### src/hw/rtl/biquad_df2t_filter_assert.svh
// Assertion macros for the biquad filter.
`ifndef BIQUAD_DF2T_FILTER_ASSERT_SVH
`define BIQUAD_DF2T_FILTER_ASSERT_SVH

// Same-cycle implication under reset
`define BQ_ASSERT_SAME(label, clk, rst_n, ante, cons) \
    label: assert property (@(posedge clk) disable iff (!rst_n) (ante) |-> (cons)) \
        else $error("biquad assertion failed");

// Next-cycle implication under reset
`define BQ_ASSERT_NEXT(label, clk, rst_n, ante, cons) \
    label: assert property (@(posedge clk) disable iff (!rst_n) (ante) |=> (cons)) \
        else $error("biquad assertion failed");

`endif

### src/hw/rtl/bq_pkg.sv
`timescale 1ns / 1ps

package bq_pkg;

    // Coefficient register indexes
    localparam int CFG_INDEX_WIDTH = 3;
    localparam logic [CFG_INDEX_WIDTH-1:0] REG_B0 = 3'd0;
    localparam logic [CFG_INDEX_WIDTH-1:0] REG_B1 = 3'd1;
    localparam logic [CFG_INDEX_WIDTH-1:0] REG_B2 = 3'd2;
    localparam logic [CFG_INDEX_WIDTH-1:0] REG_A1 = 3'd3;
    localparam logic [CFG_INDEX_WIDTH-1:0] REG_A2 = 3'd4;

    // Sequencer states, at most one product and one accumulate per step
    typedef enum logic [3:0] {
        S_IDLE,
        S_P0,
        S_A0,
        S_Y,
        S_M1,
        S_A1,
        S_N1,
        S_A2,
        S_N2
    } bq_state_t;

    // Accumulator operations
    typedef enum logic [1:0] {
        ACC_HOLD,
        ACC_LOAD,
        ACC_SUB
    } acc_op_t;

    // Control from sequencer to the MAC unit
    typedef struct packed {
        logic    mul_en;
        acc_op_t acc_op;
    } mac_ctrl_t;

endpackage

### src/hw/rtl/bq_if.sv
`timescale 1ns / 1ps

// Input sample channel
interface bq_in_if #(parameter int SAMPLE_WIDTH = 16);
    logic                           valid;
    logic                           ready;
    logic signed [SAMPLE_WIDTH-1:0] sample_in;
    logic                           start_of_block;

    modport source (output valid, output sample_in, output start_of_block, input ready);
    modport sink (input valid, input sample_in, input start_of_block, output ready);
endinterface

// Output sample channel
interface bq_out_if #(parameter int SAMPLE_WIDTH = 16);
    logic                           valid;
    logic                           ready;
    logic signed [SAMPLE_WIDTH-1:0] sample_out;
    logic                           saturated;

    modport source (output valid, output sample_out, output saturated, input ready);
    modport sink (input valid, input sample_out, input saturated, output ready);
endinterface

### src/hw/rtl/bq_mac.sv
`timescale 1ns / 1ps

// Shared multiplier with a registered product and one accumulator
module bq_mac
    import bq_pkg::*;
#(
    parameter int SAMPLE_WIDTH = 16,
    parameter int COEF_WIDTH   = 32,
    parameter int ACC_WIDTH    = 50
)
(
    input  logic                           clk,
    input  mac_ctrl_t                      ctrl,
    input  logic signed [COEF_WIDTH-1:0]   coef,
    input  logic signed [SAMPLE_WIDTH-1:0] operand,
    input  logic signed [ACC_WIDTH-1:0]    base,
    output logic signed [ACC_WIDTH-1:0]    acc
);

    localparam int PROD_WIDTH = SAMPLE_WIDTH + COEF_WIDTH;

    logic signed [PROD_WIDTH-1:0] prod_reg;
    logic signed [ACC_WIDTH-1:0]  acc_reg;
    logic signed [ACC_WIDTH-1:0]  prod_ext;

    assign prod_ext = {{(ACC_WIDTH-PROD_WIDTH){prod_reg[PROD_WIDTH-1]}}, prod_reg};
    assign acc      = acc_reg;

    // Product stage
    always_ff @(posedge clk)
    begin
        if (ctrl.mul_en)
        begin
            prod_reg <= coef * operand;
        end
    end

    // Accumulate stage
    always_ff @(posedge clk)
    begin
        case (ctrl.acc_op)
            ACC_LOAD: acc_reg <= base + prod_ext;
            ACC_SUB:  acc_reg <= acc_reg - prod_ext;
            default:  acc_reg <= acc_reg;
        endcase
    end

endmodule

### src/hw/rtl/biquad_df2t_filter.sv
`timescale 1ns / 1ps
// Biquad section, direct form II transposed, one shared multiplier.
// Each item steps through S_P0 to S_N2 in order; its result is registered at the end of S_N2.
// Five products go through the one multiplier, so one item is worked on at a time.
// A new item is taken in the last step when the output register is free.
// Reset: b0 = 1.0, other coefficients and both delay states zero, no item held.

module biquad_df2t_filter
    import bq_pkg::*;
#(
    parameter int SAMPLE_WIDTH = 16,
    parameter int COEF_WIDTH   = 32,
    parameter int STATE_WIDTH  = 48
)
(
    input  logic                         clk,
    input  logic                         rst_n,
    input  logic                         cfg_wr_en,
    input  logic [CFG_INDEX_WIDTH-1:0]   cfg_index,
    input  logic [COEF_WIDTH-1:0]        cfg_data,
    bq_in_if.sink                        in_ch,
    bq_out_if.source                     out_ch
);

`include "biquad_df2t_filter_assert.svh"

    localparam int PROD_WIDTH  = SAMPLE_WIDTH + COEF_WIDTH;
    localparam int COEF_FRAC   = COEF_WIDTH - 3;
    localparam int WIDE_WIDTH  = (PROD_WIDTH > STATE_WIDTH) ? PROD_WIDTH : STATE_WIDTH;
    localparam int ACC_WIDTH   = WIDE_WIDTH + 2;
    localparam int SHIFT_WIDTH = ACC_WIDTH - COEF_FRAC;
    localparam logic [ACC_WIDTH-1:0]  HALF_LSB = ACC_WIDTH'(1) << (COEF_FRAC - 1);
    localparam logic [COEF_WIDTH-1:0] ONE_COEF = COEF_WIDTH'(1) << COEF_FRAC;

    bq_state_t state_reg, state_next;

    logic signed [COEF_WIDTH-1:0]   coef_b0_reg, coef_b1_reg, coef_b2_reg;
    logic signed [COEF_WIDTH-1:0]   coef_a1_reg, coef_a2_reg;
    logic signed [STATE_WIDTH-1:0]  delay_one_reg, delay_two_reg;
    logic signed [SAMPLE_WIDTH-1:0] x_reg, y_reg;
    logic                           clip_reg;
    logic                           out_valid_reg;
    logic signed [SAMPLE_WIDTH-1:0] out_sample_reg;
    logic                           out_sat_reg;

    mac_ctrl_t                      mac_ctrl;
    logic signed [COEF_WIDTH-1:0]   mac_coef;
    logic signed [SAMPLE_WIDTH-1:0] mac_operand;
    logic signed [ACC_WIDTH-1:0]    mac_base;
    logic signed [ACC_WIDTH-1:0]    acc;

    logic                           out_free;
    logic                           accept;
    logic [SHIFT_WIDTH-1:0]         acc_shift;
    logic                           y_fit;
    logic signed [SAMPLE_WIDTH-1:0] y_sat;
    logic                           st_fit;
    logic signed [STATE_WIDTH-1:0]  st_sat;
    logic signed [ACC_WIDTH-1:0]    delay_one_ext, delay_two_ext;

    assign out_free = !out_valid_reg || out_ch.ready;
    assign accept   = in_ch.valid && in_ch.ready;

    assign delay_one_ext = {{(ACC_WIDTH-STATE_WIDTH){delay_one_reg[STATE_WIDTH-1]}},
                            delay_one_reg};
    assign delay_two_ext = {{(ACC_WIDTH-STATE_WIDTH){delay_two_reg[STATE_WIDTH-1]}},
                            delay_two_reg};

    // Output rounding: acc already holds the half LSB, drop fraction bits
    assign acc_shift = acc[ACC_WIDTH-1:COEF_FRAC];
    assign y_fit = (&acc_shift[SHIFT_WIDTH-1:SAMPLE_WIDTH-1])
                || !(|acc_shift[SHIFT_WIDTH-1:SAMPLE_WIDTH-1]);

    always_comb
    begin
        if (y_fit)
        begin
            y_sat = acc_shift[SAMPLE_WIDTH-1:0];
        end
        else
        begin
            y_sat = {acc_shift[SHIFT_WIDTH-1], {(SAMPLE_WIDTH-1){!acc_shift[SHIFT_WIDTH-1]}}};
        end
    end

    // State saturation
    assign st_fit = (&acc[ACC_WIDTH-1:STATE_WIDTH-1]) || !(|acc[ACC_WIDTH-1:STATE_WIDTH-1]);

    always_comb
    begin
        if (st_fit)
        begin
            st_sat = acc[STATE_WIDTH-1:0];
        end
        else
        begin
            st_sat = {acc[ACC_WIDTH-1], {(STATE_WIDTH-1){!acc[ACC_WIDTH-1]}}};
        end
    end

    // Shared MAC unit
    bq_mac #(
        .SAMPLE_WIDTH (SAMPLE_WIDTH),
        .COEF_WIDTH   (COEF_WIDTH),
        .ACC_WIDTH    (ACC_WIDTH)
    ) u_mac (
        .clk     (clk),
        .ctrl    (mac_ctrl),
        .coef    (mac_coef),
        .operand (mac_operand),
        .base    (mac_base),
        .acc     (acc)
    );

    // Sequencer: next state and datapath selects
    always_comb
    begin
        state_next      = state_reg;
        mac_ctrl.mul_en = 1'b0;
        mac_ctrl.acc_op = ACC_HOLD;
        mac_coef        = coef_b0_reg;
        mac_operand     = x_reg;
        mac_base        = '0;
        in_ch.ready     = 1'b0;
        unique case (state_reg)
            S_IDLE:
            begin
                in_ch.ready = 1'b1;
                if (in_ch.valid)
                begin
                    state_next = S_P0;
                end
            end
            S_P0:
            begin
                mac_ctrl.mul_en = 1'b1;
                state_next      = S_A0;
            end
            S_A0:
            begin
                mac_ctrl.acc_op = ACC_LOAD;
                mac_base        = delay_one_ext + $signed(HALF_LSB);
                mac_ctrl.mul_en = 1'b1;
                mac_coef        = coef_b1_reg;
                state_next      = S_Y;
            end
            S_Y:
            begin
                mac_ctrl.acc_op = ACC_LOAD;
                mac_base        = delay_two_ext;
                state_next      = S_M1;
            end
            S_M1:
            begin
                mac_ctrl.mul_en = 1'b1;
                mac_coef        = coef_a1_reg;
                mac_operand     = y_reg;
                state_next      = S_A1;
            end
            S_A1:
            begin
                mac_ctrl.acc_op = ACC_SUB;
                mac_ctrl.mul_en = 1'b1;
                mac_coef        = coef_b2_reg;
                state_next      = S_N1;
            end
            S_N1:
            begin
                mac_ctrl.acc_op = ACC_LOAD;
                mac_ctrl.mul_en = 1'b1;
                mac_coef        = coef_a2_reg;
                mac_operand     = y_reg;
                state_next      = S_A2;
            end
            S_A2:
            begin
                mac_ctrl.acc_op = ACC_SUB;
                state_next      = S_N2;
            end
            S_N2:
            begin
                if (out_free)
                begin
                    in_ch.ready = 1'b1;
                    state_next  = in_ch.valid ? S_P0 : S_IDLE;
                end
            end
            default:
            begin
                state_next = S_IDLE;
            end
        endcase
    end

    // State register
    always_ff @(posedge clk or negedge rst_n)
    begin
        if (!rst_n)
        begin
            state_reg <= S_IDLE;
        end
        else
        begin
            state_reg <= state_next;
        end
    end

    // Coefficient registers
    always_ff @(posedge clk or negedge rst_n)
    begin
        if (!rst_n)
        begin
            coef_b0_reg <= ONE_COEF;
            coef_b1_reg <= '0;
            coef_b2_reg <= '0;
            coef_a1_reg <= '0;
            coef_a2_reg <= '0;
        end
        else if (cfg_wr_en)
        begin
            unique case (cfg_index)
                REG_B0:  coef_b0_reg <= cfg_data;
                REG_B1:  coef_b1_reg <= cfg_data;
                REG_B2:  coef_b2_reg <= cfg_data;
                REG_A1:  coef_a1_reg <= cfg_data;
                REG_A2:  coef_a2_reg <= cfg_data;
                default: ;
            endcase
        end
    end

    // Delay states: new z1 in S_N1, new z2 as the item closes; block start clears
    always_ff @(posedge clk or negedge rst_n)
    begin
        if (!rst_n)
        begin
            delay_one_reg <= '0;
            delay_two_reg <= '0;
        end
        else if (accept && in_ch.start_of_block)
        begin
            delay_one_reg <= '0;
            delay_two_reg <= '0;
        end
        else
        begin
            if (state_reg == S_N1)
            begin
                delay_one_reg <= st_sat;
            end
            if (state_reg == S_N2 && out_free)
            begin
                delay_two_reg <= st_sat;
            end
        end
    end

    // Output valid
    always_ff @(posedge clk or negedge rst_n)
    begin
        if (!rst_n)
        begin
            out_valid_reg <= 1'b0;
        end
        else if (state_reg == S_N2 && out_free)
        begin
            out_valid_reg <= 1'b1;
        end
        else if (out_ch.ready)
        begin
            out_valid_reg <= 1'b0;
        end
    end

    // Sample, feedback value, clip flag and output payload
    always_ff @(posedge clk)
    begin
        if (accept)
        begin
            x_reg <= in_ch.sample_in;
        end
        if (state_reg == S_Y)
        begin
            y_reg    <= y_sat;
            clip_reg <= !y_fit;
        end
        if (state_reg == S_N1)
        begin
            clip_reg <= clip_reg || !st_fit;
        end
        if (state_reg == S_N2 && out_free)
        begin
            out_sample_reg <= y_reg;
            out_sat_reg    <= clip_reg || !st_fit;
        end
    end

    assign out_ch.valid      = out_valid_reg;
    assign out_ch.sample_out = out_sample_reg;
    assign out_ch.saturated  = out_sat_reg;

    // Checks
    `BQ_ASSERT_NEXT(a_busy_after_accept, clk, rst_n, accept,
                    (state_reg == S_P0) && !in_ch.ready)
    `BQ_ASSERT_NEXT(a_result_loaded, clk, rst_n, (state_reg == S_N2) && out_free,
                    out_ch.valid)
    `BQ_ASSERT_NEXT(a_block_start_clears, clk, rst_n, accept && in_ch.start_of_block,
                    (delay_one_reg == '0) && (delay_two_reg == '0))
    `BQ_ASSERT_SAME(a_ready_only_free, clk, rst_n, in_ch.ready,
                    (state_reg == S_IDLE) || ((state_reg == S_N2) && out_free))

endmodule
### src/flat_wrapper.sv
// flat-port wrapper written by rule: the top's interface ports become plain ports
module biquad_df2t_filter_flat import bq_pkg::*;
#(
    parameter int SAMPLE_WIDTH = 16,
    parameter int COEF_WIDTH   = 32,
    parameter int STATE_WIDTH  = 48
)
  (clk, rst_n, cfg_wr_en, cfg_index, cfg_data, in_ch_valid, in_ch_sample_in, in_ch_start_of_block, in_ch_ready, out_ch_valid, out_ch_sample_out, out_ch_saturated, out_ch_ready);
  bq_in_if #(.SAMPLE_WIDTH(SAMPLE_WIDTH)) in_ch_i ();
  bq_out_if #(.SAMPLE_WIDTH(SAMPLE_WIDTH)) out_ch_i ();
  input  logic clk;
  input  logic rst_n;
  input  logic cfg_wr_en;
  input  logic [CFG_INDEX_WIDTH-1:0] cfg_index;
  input  logic [COEF_WIDTH-1:0] cfg_data;
  input wire logic [$bits(in_ch_i.valid)-1:0] in_ch_valid;
  input wire logic [$bits(in_ch_i.sample_in)-1:0] in_ch_sample_in;
  input wire logic [$bits(in_ch_i.start_of_block)-1:0] in_ch_start_of_block;
  output wire logic [$bits(in_ch_i.ready)-1:0] in_ch_ready;
  output wire logic [$bits(out_ch_i.valid)-1:0] out_ch_valid;
  output wire logic [$bits(out_ch_i.sample_out)-1:0] out_ch_sample_out;
  output wire logic [$bits(out_ch_i.saturated)-1:0] out_ch_saturated;
  input wire logic [$bits(out_ch_i.ready)-1:0] out_ch_ready;
  assign in_ch_i.valid = in_ch_valid;
  assign in_ch_i.sample_in = in_ch_sample_in;
  assign in_ch_i.start_of_block = in_ch_start_of_block;
  assign in_ch_ready = in_ch_i.ready;
  assign out_ch_valid = out_ch_i.valid;
  assign out_ch_sample_out = out_ch_i.sample_out;
  assign out_ch_saturated = out_ch_i.saturated;
  assign out_ch_i.ready = out_ch_ready;
  biquad_df2t_filter #(.SAMPLE_WIDTH(SAMPLE_WIDTH), .COEF_WIDTH(COEF_WIDTH), .STATE_WIDTH(STATE_WIDTH)) u_core (.clk(clk), .rst_n(rst_n), .cfg_wr_en(cfg_wr_en), .cfg_index(cfg_index), .cfg_data(cfg_data), .in_ch(in_ch_i), .out_ch(out_ch_i));
endmodule
### config.mk
export PLATFORM = sky130hd
export DESIGN_NAME = biquad_df2t_filter_flat
export DESIGN_NICKNAME = d
export VERILOG_FILES = /design/src/hw/rtl/bq_pkg.sv /design/src/hw/rtl/bq_if.sv /design/src/hw/rtl/bq_mac.sv /design/src/hw/rtl/biquad_df2t_filter.sv /design/src/flat_wrapper.sv
export VERILOG_INCLUDE_DIRS = /design/src /design/src/hw/rtl
export SDC_FILE = /design/constraint.sdc
export NUM_CORES = 2
export LEC_CHECK = 0
export BUFFER_PORTS_ARGS = -buffer_cell sky130_fd_sc_hd__buf_2
export CORE_ASPECT_RATIO = 0.6
export CORE_MARGIN = 1.5
export CORE_UTILIZATION = 33
export DETAILED_ROUTE_END_ITERATION = 12
export PLACE_DENSITY = 0.54
export SETUP_SLACK_MARGIN = 0.1
export SLEW_MARGIN = 40
export SYNTH_ARGS = -nofsm -noshare
export SYNTH_HDL_FRONTEND = slang
export SYNTH_HIERARCHICAL = 1
export SYNTH_SLANG_ARGS = --single-unit
### constraint.sdc
create_clock -name clk -period 7.3 [get_ports clk]
set_clock_uncertainty 0.2 [all_clocks]
set_input_delay 0.73 -clock clk [delete_from_list [all_inputs] [get_ports clk]]
set_output_delay 0.73 -clock clk [all_outputs]
set_load 0.05 [all_outputs]
Yosys cells after proc, flatten, opt, wreduce, memory -nomap -nowiden
Index checks and enable logic that the tools add are counted.
- register bits: 409
- input bits: 57
- output and inout port bits: 19
- logic and storage cells: 92
- add/sub/neg operators: 3
- $mul: 1
- eq/ne operators: 16
- muxes and demuxes: 22
- reduce and logical (&&, ||, !) cells: 34
- operators with widths (operator ; count):
    $mux 48 ; 5
    $pmux 50 s2 ; 2
    $pmux 32 s4 ; 1
    $add 50x48->50 ; 1
    $sub 50x48->50 ; 1
    $add 48x30->49 const B ; 1
    $mul 32x16->48 ; 1
    $pmux 4 s9 ; 1
    $mux 16 ; 2
    $eq 4x3->1 const B ; 4
    $reduce_and 2->1 ; 6
    $reduce_bool 2->1 ; 5
    $eq 4x2->1 const B ; 2
    $mux 4 ; 2
    $mux 1 ; 7
    $eq 3x2->1 const B ; 2
    $logic_not 1->1 ; 6
    $reduce_and 6->1 ; 1
    $reduce_or 3->1 ; 2
    $reduce_or 6->1 ; 1
    $reduce_or 5->1 ; 1
    $eq 4x1->1 const B ; 1
    $eq 4x4->1 const B ; 1
    $logic_not 4->1 ; 1
    13 further kinds ; 19

Logic depth before layout (Yosys ltp)
- word-level depth: 7
- gate-level depth with buffers: 32
- depth with buffers taken out: 28

Cells and area by module
Netlist, hierarchy kept.
- modules (own cells, without submodules) (module ; instances ; cells each ; area an instance (µm²) ; sequential area each (µm²)):
    bq_mac ; 1 ; 3071 ; 26962.1 ; 2942.8
    biquad_df2t_filter ; 1 ; 1148 ; 13918.3 ; 8034.0

Worst setup path before layout
Ideal clock, no wire load.
- path type: reg-to-reg
- from: register u_core.state_reg[0]
- to: register u_core.u_mac.prod_reg[44], data pin
- library setup time: 0.260 ns
- arrival: 7.190 ns
- data required time: 6.840 ns
- slack: -0.350 ns
- stages on the path, launching flop included: 29
- buffers on the path: 4
- period minus slack after synthesis: 7.650 ns
- cell sequence: dfrtp_1 buf_2 nor3b_2 buf_2 clkbuf_1 a222oi_1 nand2_1 clkbuf_1 nand2_1 fa_1 fa_1 fa_1 inv_1 fa_1 fa_1 inv_1 fa_1 inv_1 ha_1 a211oi_2 o21ai_0 a221o_1 or2_1 o41a_1 o21a_2 o211ai_2 nor4_1 a311oi_2 xnor2_1
- elaborated cells between the ends (all ways): 8
- classes of those cells: mul: 1; eq/ne: 4; mux: 2; reduce/logical: 1
- RTL lines (element ; RTL line ; text):
    start: declaration ; biquad_df2t_filter.sv:35 ; bq_state_t state_reg, state_next;
    start signal: assignment ; biquad_df2t_filter.sv:204 ; state_reg <= state_next;
    $eq 4x3->1 / $eq 4x2->1 (equally long branches) ; biquad_df2t_filter.sv:125 ; unique case (state_reg)
    $pmux 32 s4 (*) ; biquad_df2t_filter.sv:125 ;
    net u_core.mac_coef[18] ; biquad_df2t_filter.sv:47 ; logic signed [COEF_WIDTH-1:0] mac_coef;
    $mul 32x16->48 (*) ; bq_mac.sv:34 ; prod_reg <= coef * operand;
    end signal: assignment ; bq_mac.sv:34 ;
    end: declaration ; bq_mac.sv:22 ; logic signed [PROD_WIDTH-1:0] prod_reg;
The timed path passes the listed nets; every way through them passes the cells marked *.
A chain may end at the register's enable or synchronous reset.

Worst setup path after layout
- from: register u_core.state_reg[0]
- to: register u_core.u_mac.prod_reg[47], data pin
- cells in the longest elaborated chain, start to end: 4
- elaborated cells between the ends (all ways): 8
- classes of those cells: mul: 1; eq/ne: 4; mux: 2; reduce/logical: 1
- RTL lines (element ; RTL line ; text):
    $eq 4x3->1 ; biquad_df2t_filter.sv:125 ;
    $reduce_or 2->1 (no line) (*) ; n/a ;
    $mux 16 (*) ; biquad_df2t_filter.sv:125 ;
    net u_core.mac_operand[2] ; biquad_df2t_filter.sv:48 ; logic signed [SAMPLE_WIDTH-1:0] mac_operand;
    $mul 32x16->48 (*) ; bq_mac.sv:34 ;
Marked as above.

==> metrics <==
Initial Util=33.44%; unrepaired setup endpoints after global routing=true; Core Box Area=122300 µm²; Avg Cell Area, Syn=9.690 µm²; Buf/Inv on CP=10; DR iter-0 viols=2897; Post-Syn Instances=4219; Finished Cell Area=48060 µm²; GRT overflow=0; Syn Nets=4978; Vias=31390; reg-to-reg setup timing slack=-590 ps; clock root buffer=clkbuf_16; Synth Register Bits=409; Post-Syn Area=40880 µm²; area of placed instances=45820 µm²; EDFF count, synth=148; largest net degree at the start of global routing=112; status=complete, but fails checks; Worst Path Required=7480 ps; H-Tree Depth=2; number of distinct library cells after synthesis=95; CP Max Fanout=13; Num CTS Buffers=42; Layout area overhead=17.57%; Fin Setup TNS=-8477 ps; antenna-violating nets left=0; Die ar.=126100 µm²; final core utilization=39.31%; DIE HEIGHT=275.6 µm; top-level port count=76; setup violators final=26; Worst-Margin Slew=958.0 ps; HP Class=in2reg; register area share after synthesis=26.85%; RR Endpoint=u_core/u_mac/prod_reg[47]$_DFFE_PP_; crit path time final=7894 ps; post-synth top area share=23.90%; Hold EP=u_core/x_reg[12]$_DFFE_PP_; Worst slew margin=35.75%; Setup crit end kind=flip-flop; GP Congestion=0.9420; most numerous cell in the Yosys netlist=inv_1; clock sink total=409; CP max stage cell=fa_1; Fmax=126.7 MHz; Cell Rows=99; Synth area leader=fa_1; nets@finish=5291; Min Hold Slack=73.98 ps; final worst slack=-593.5 ps; first-pass detailed-route iteration total=7; number of port buffers=75; max reg flops=50; CTS tree=yes; Crit Path Class=reg2reg; Register Area=10980 µm²; antenna violations before repair=5; CP max stage delay=560 ps; first-pass GRT wire length=185.8 mm; part of the cycle the worst path needs=108.1%; max-slew violation count=0; dominant cells by area after synthesis=fa_1 (24%), dfrtp_1 (16%), edfxtp_1 (11%); post-DP HPWL=96.90 mm; synth cell count leaders=inv_1 (643), fa_1 (488), nand2_1 (487); Multi-input gate area=27060 µm²; clock transition at the registers of the reported paths=60 ps; arrival time at the worst endpoint=8070 ps; CP most frequent cell=fa_1; RR Startpoint=u_core/state_reg[0]$_DFFE_PN0P_; Clock Path Buffers=3; Synthesis Warnings=6; Hold Path Stages=1; MaxCap Viol Count=0; vias in the first global route=30900; main flop type after synthesis=dfrtp_1; failing checks=negative setup slack; drt total wl=121.5 mm; clk_lat worst skew=630 ps; Fill cells=12110; hold_sp=in_ch_sample_in[12]; vias per std cell=5.079; startpoint types=flip-flop; Top Family by Delay on Critical Path=adder cells; die width=457.4 µm; Async SR Flop Fraction=63.81%; layout cells sized above 1=18.56%; GRT Overall Usage=18.99%; WL/cell=19.66 µm; R2R depth=30; final hold violations=0; DRC Markers=0
layer usage:
| layer | track usage [%] | vias up | part of all wire, % |
|---|---|---|---|
| li1 | - | 14500 | - |
| met5 | 0 | - | 0 |
| met4 | 3.211 | 0 | 1.5 |
| met1 | 29.88 | 15730 | 50 |
| met3 | 5.082 | 96 | 9.4 |
| met2 | 25.73 | 1062 | 39 |
final cells by class:
type                            instances  area share [%]
Clock buffer                           58           2.353
Antenna cell                            2         0.01041
Clock inverter                         17          0.3983
Timing Repair Buffer                  484           8.846
Sequential cell                       409           22.84
Tap cell                             1616           4.207
Multi-Input combinational cell       2949           56.30
Inverter                              646           5.045
cell families after synthesis:
group	synth area share, %
buffers and inverters	8.163
xor gates and xnor gates	3.278
AOI/OAI and AO/OA	12.78
adders and majority gates	30.45
muxes	6.103
DFF	26.85
and+or+nand+nor	12.38
worst max-delay path by stage:
| stage | from | end | slack, ps | depth (start not counted) |
|---|---|---|---|---|
| 2_1_floorplan | u_core/state_reg[3]$_DFFE_PN0P_ | u_core/u_mac/prod_reg[44]$_DFFE_PP_ | -10 | 30 |
| 5_1_grt | u_core/state_reg[2]$_DFFE_PN0P_ | u_core/u_mac/prod_reg[44]$_DFFE_PP_ | -890 | 30 |
| 6_report | u_core/state_reg[0]$_DFFE_PN0P_ | u_core/u_mac/prod_reg[47]$_DFFE_PP_ | -590 | 30 |
| 4_1_cts | u_core/state_reg[1]$_DFFE_PN0P_ | u_core/u_mac/prod_reg[47]$_DFFE_PP_ | -610 | 28 |
| 3_5_place_dp | u_core/state_reg[2]$_DFFE_PN0P_ | u_core/u_mac/prod_reg[44]$_DFFE_PP_ | -640 | 27 |
| 3_3_place_gp | u_core/state_reg[2]$_DFFE_PN0P_ | u_core/u_mac/prod_reg[47]$_DFFE_PP_ | -600 | 30 |
metrics by stage:
step                worst slack, ps  std cells
floorplan                    -13.23       4219
global placement             -601.8       6061
detailed placement           -642.4       6063
CTS                          -605.3       6144
global route                 -888.5       6181
finish                       -593.5       6181
what timing repair did:
item / CTS / global route
gates resized for setup: 46 / 81
buffers inserted: 5 / 29
hold buffers: 1 / 0
setup endpoints to repair: 29 / 33
pin swaps: 18 / 23
gates cloned: 0 / 4
endpoints found under the hold margin: 94 / 0
placed cells by master (no fill, tap or decap), types with 11 or more instances in the layout:
master     count
nand2_1      477
o21a_1        29
fa_1         479
a21o_1        88
a22o_1        31
xnor2_1       99
o211ai_1      14
a21oi_2       13
ha_1         202
nand3_1       45
xor2_1        52
buf_2         74
nand4_1       24
a21oi_1      276
mux2_2       173
buf_6         26
mux2i_1       13
clkbuf_1      14
nor3_1        30
and3_1        19
a222oi_1      32
inv_1        632
buf_4        327
a211oi_1      15
nand2b_1      24
nor2_1       120
o21bai_1      20
clkbuf_16     45
buf_12        48
o21ai_1       51
nor4_1        11
edfxtp_1     148
inv_2         13
or3_1         11
nor2b_1       22
and2_1       212
dfrtp_1      259
o21ai_0      136
mux2_1        33
Power is left out: the tool's default activity adds up to more than one toggle a clock period on the data nets, which glitch-free logic cannot reach.
